File: config.mk
export PLATFORM = sky130hd
export DESIGN_NAME = mxbh_mul
export DESIGN_NICKNAME = d
export VERILOG_FILES = /design/src/design/mxbh_mul.sv
export SDC_FILE = /design/constraint.sdc
export NUM_CORES = 2
export LEC_CHECK = 0
export ABC_AREA = 1
export BUFFER_PORTS_ARGS = -buffer_cell sky130_fd_sc_hd__buf_2
export CAP_MARGIN = 10
export CORE_AREA = 2 2 403 405
export DETAILED_ROUTE_END_ITERATION = 7
export DIE_AREA = 0 0 405 407
export GPL_ROUTABILITY_DRIVEN = 0
export PLACE_DENSITY = 0.52
export SLEW_MARGIN = 30
export SYNTH_ARGS = -nofsm -noshare
export SYNTH_HDL_FRONTEND = slang
export SYNTH_SLANG_ARGS = --single-unit
File: constraint.sdc
create_clock -name clk -period 21.4 [get_ports clk]
set_input_delay 1.07 -clock clk [delete_from_list [all_inputs] [get_ports clk]]
set_output_delay 1.07 -clock clk [all_outputs]
set_load 0.02 [all_outputs]
File: src/design/mxbh_mul.sv
// ----------------------------------------------------------------------------
// mxbh_mul
// 64 x 64 multiply modulo 2^64 through one 32 x 32 multiplier in three passes.
// ----------------------------------------------------------------------------
module mxbh_mul (
  input  logic        clk,
  input  logic        rst_n,
  input  logic        start,
  input  logic [63:0] a,
  input  logic [63:0] b,
  output logic        done,
  output logic [63:0] product
);

  logic [63:0] a_r, a_nxt;
  logic [63:0] b_r, b_nxt;
  logic [63:0] pp_r, pp_nxt;
  logic [63:0] acc_r, acc_nxt;
  logic [63:0] prod_r, prod_nxt;
  logic [1:0]  phase_r, phase_nxt;
  logic        active_r, active_nxt;
  logic        done_r, done_nxt;
  logic [31:0] op_a, op_b;
  logic [63:0] mult;

  // partial product select: low x low, low x high, high x low
  always_comb begin
    case (phase_r)
      2'd1: begin
        op_a = a_r[31:0];
        op_b = b_r[63:32];
      end
      2'd2: begin
        op_a = a_r[63:32];
        op_b = b_r[31:0];
      end
      default: begin
        op_a = a_r[31:0];
        op_b = b_r[31:0];
      end
    endcase
  end

  assign mult = {32'd0, op_a} * {32'd0, op_b};

  always_comb begin
    a_nxt      = a_r;
    b_nxt      = b_r;
    pp_nxt     = pp_r;
    acc_nxt    = acc_r;
    prod_nxt   = prod_r;
    phase_nxt  = phase_r;
    active_nxt = active_r;
    done_nxt   = 1'b0;
    if (start) begin
      a_nxt      = a;
      b_nxt      = b;
      phase_nxt  = 2'd0;
      active_nxt = 1'b1;
    end else if (active_r) begin
      case (phase_r)
        2'd0: begin
          pp_nxt    = mult;
          phase_nxt = 2'd1;
        end
        2'd1: begin
          acc_nxt   = pp_r;
          pp_nxt    = mult;
          phase_nxt = 2'd2;
        end
        2'd2: begin
          acc_nxt   = acc_r + {pp_r[31:0], 32'd0};
          pp_nxt    = mult;
          phase_nxt = 2'd3;
        end
        default: begin
          prod_nxt   = acc_r + {pp_r[31:0], 32'd0};
          done_nxt   = 1'b1;
          active_nxt = 1'b0;
          phase_nxt  = 2'd0;
        end
      endcase
    end
  end

  always_ff @(posedge clk) begin
    a_r    <= a_nxt;
    b_r    <= b_nxt;
    pp_r   <= pp_nxt;
    acc_r  <= acc_nxt;
    prod_r <= prod_nxt;
    if (!rst_n) begin
      phase_r  <= 2'd0;
      active_r <= 1'b0;
      done_r   <= 1'b0;
    end else begin
      phase_r  <= phase_nxt;
      active_r <= active_nxt;
      done_r   <= done_nxt;
    end
  end

  assign done    = done_r;
  assign product = prod_r;

endmodule

==> summary.txt <==
Clocking
  • CTS resizes: 0
  • Postcts setup bufs: 0
  • Root Driver: clkbuf_16
  • CTS tree: done
  • Clock buffer depth: 3
  • Clock Sinks: 324
  • Number of hold buffers added after cts: 0
  • Clock Latency Late Sink: 0.62 ns
  • CTS Buf Count: 39
  • CTS H-tree depth: 2
  • Clk slew on worst S/H paths: 0.06 ns

Floorplanning
  • Die area: 164,800 um2
  • Site Rows: 147
  • Initial core utilization: 29.96%
  • Die Height: 407 um
  • Die width: 405 um
  • Core ar.: 160,200 um2
  • IO Pins: 196

STA
  • Tcrit/Tclk final: 46.07%
  • Worst Max-Slew Pin Slew: 1.032 ns
  • Final Max Slew Viols: 0
  • Final Worst Setup Slack: 11.54 ns
  • Final hold slack: 0.4039 ns
  • Setup TNS: 0 ns
  • RSZ-0062 raised after global routing: false
  • Relative slew slack: 31.17%
  • Clock Skew: 0.03604 ns
  • FMAX: 101.4 MHz
  • Final hold vios: 0
  • Final setup violation count: 0
  • Min Clock Period, post-route: 9.859 ns

Routing
  • Avg WL per Cell: 20.39 um
  • First-pass detailed-route iteration total: 6
  • 1st-iter DRT viols: 2,953
  • WL final: 160,800 um
  • Via density: 4.635
  • DR DRC count: 0
  • Total number of vias: 36,549
  • ANT nets after route: 0

Worst setup path
  • Reg2reg end: pp_r[51]
  • Critical path's most frequent cell: fa_1
  • Worst Path Arrival: 10.21 ns
  • Top cell family by delay on the critical path: adder cells
  • Reg2reg start: phase_r[0]
  • Largest stage delay, worst path: 0.59 ns
  • Reg2Reg Depth: 29
  • Critical setup path kind: reg2reg
  • CP endpoint kind: register
  • Worst R2R Setup Slack: 11.54 ns
  • Worst path slowest cell: buf_4
  • Worst EP required: 21.75 ns
  • Crit path buffers/inverters: 8
  • CP Max Fanout: 48
  • Startpoint Class: register

Cells and area
  • Post-layout nets: 7,024
  • Layout cells sized above 1: 8.245%
  • Commonest non-fill, non-tap cell in the layout: inv_1
  • Area delta synth->final: 9.751%
  • Commonest cells after routing, fill and taps aside: inv_1, nand2_1, fa_1, nor2_1, edfxtp_1

Global routing
  • Antenna violations before repair: 3
  • Overall Global Routing Usage: 20.02%
  • GRT Residual Overflow: 0
  • First-pass GRT wire length: 243,900 um
  • Vias in the first global route: 38,766
  • Largest net degree at the start of global routing: 65

Synthesis
  • Synth Cell Area: 47,990 um2
  • Synthesized instance count: 5,574
  • Syn Area/Cell: 8.610 um2
  • Synth area leaders: fa_1, edfxtp_1, inv_1, nand2_1, ha_1
  • Ys Warns: 0
  • Area leader, netlist: fa_1
  • Top cell type's share of synthesized area: 37.42%
  • Sequential area share after synthesis: 20.19%
  • Mapped Nets: 6,900
  • Synthesized flop and latch total: 324
  • Synth unique cells: 37

Place
  • Port bufs: 195
  • Place WS: 11.68 ns
  • Detailed Place HPWL: 128,500 um

Min path
  • Worst min-delay path class: reg2reg
  • Hold_sp: acc_r[19]
  • WHS Path Cells: 0
  • Hold endpoint: product[19]

Run status
  • Status: finished clean

Flow run
  • Max Cap Viol: 0
==> through the flow <==
step / cells / area (um2) / utilization [%]
floorplan: 5574 / 47990 / -
global placement: 7816 / 51310 / 32.03
detailed placement: 7817 / 51340 / 32.05
CTS: 7885 / 52670 / 32.88
global route: 7885 / 52670 / 32.88
finish: 7886 / 52670 / 32.88
==> metal layers <==
layer / up-vias / share of wire, % / global-route usage (%)
li1: 16478 / - / -
met1: 18291 / 42 / 26.25
met2: 1466 / 45 / 32.56
met3: 310 / 7.9 / 3.984
met4: 4 / 4.5 / 7.679
met5: - / 0.017 / 0
==> worst max path at each step <==
| stage | from | end | slack, ns | cells past startpoint |
|---|---|---|---|---|
| final | phase_r[0] | pp_r[51] | 11.54 | 29 |
| after global placement | phase_r[0] | pp_r[51] | 11.78 | 31 |
| after floorplan | phase_r[1] | pp_r[61] | 14.31 | 31 |
| after detailed placement | phase_r[0] | pp_r[51] | 11.68 | 29 |
| after CTS | phase_r[0] | pp_r[51] | 11.65 | 29 |
| after global routing | phase_r[0] | pp_r[61] | 11.24 | 30 |
==> cell type report <==
type	instances	area, um2
clock inverters	25	337.8
clock buffers	43	991.0
multi-input cells	3685	32260
flip-flops and latches	324	9689
well taps	2160	2703
repair buffers	257	1468
inverters	1391	5221
fillers	16839	107500
diodes	1	2.502
==> cells in the mapped netlist <==
master,instances
and3_1,3
o21bai_1,10
buf_1,4
buf_4,5
ha_1,298
nor2_1,765
xor2_2,1
nor2_2,14
inv_1,1332
xor2_1,41
or2_2,1
nand2_1,1323
or2_1,11
nand3_1,93
nor3_1,18
o21bai_2,2
nand2_2,5
dfxtp_1,4
o21ai_2,42
nand3b_1,8
nor4_1,3
edfxtp_1,320
inv_2,59
nor3_4,1
xnor2_1,10
nor3_2,5
a21oi_1,63
and2_1,16
fa_1,897
buf_6,8
buf_2,142
nand4_1,18
o21ai_4,7
o21ai_1,14
clkbuf_1,15
o21ai_0,13
nand3_2,3
==> kinds of logic after synthesis <==
family	synth area share, %
AOI/OAI and AO/OA	2.146
xor gates and xnor gates	0.9646
adders and majority gates	45.19
buffers and inverters	12.77
DFF	20.19
and+or+nand+nor	18.74
==> flip-flops by register name, summed over array words and instances, names as in the netlist <==
name      cells
active_r      1
acc_r        64
b_r          64
pp_r         64
product      64
a_r          64
phase_r       2
done          1
==> worst reg2reg max path: cells and delay by family, from the launching register on <==
kind	cells	cell delay [ns]
AOI/OAI and AO/OA	1	0.36
buffers and inverters	8	2.14
adders and majority gates	10	4.98
and+or+nand+nor	10	1.76
DFF	1	0.36
Power is not shown: default switching activity piles up to over one toggle a cycle in this logic, so the estimate is an artifact.
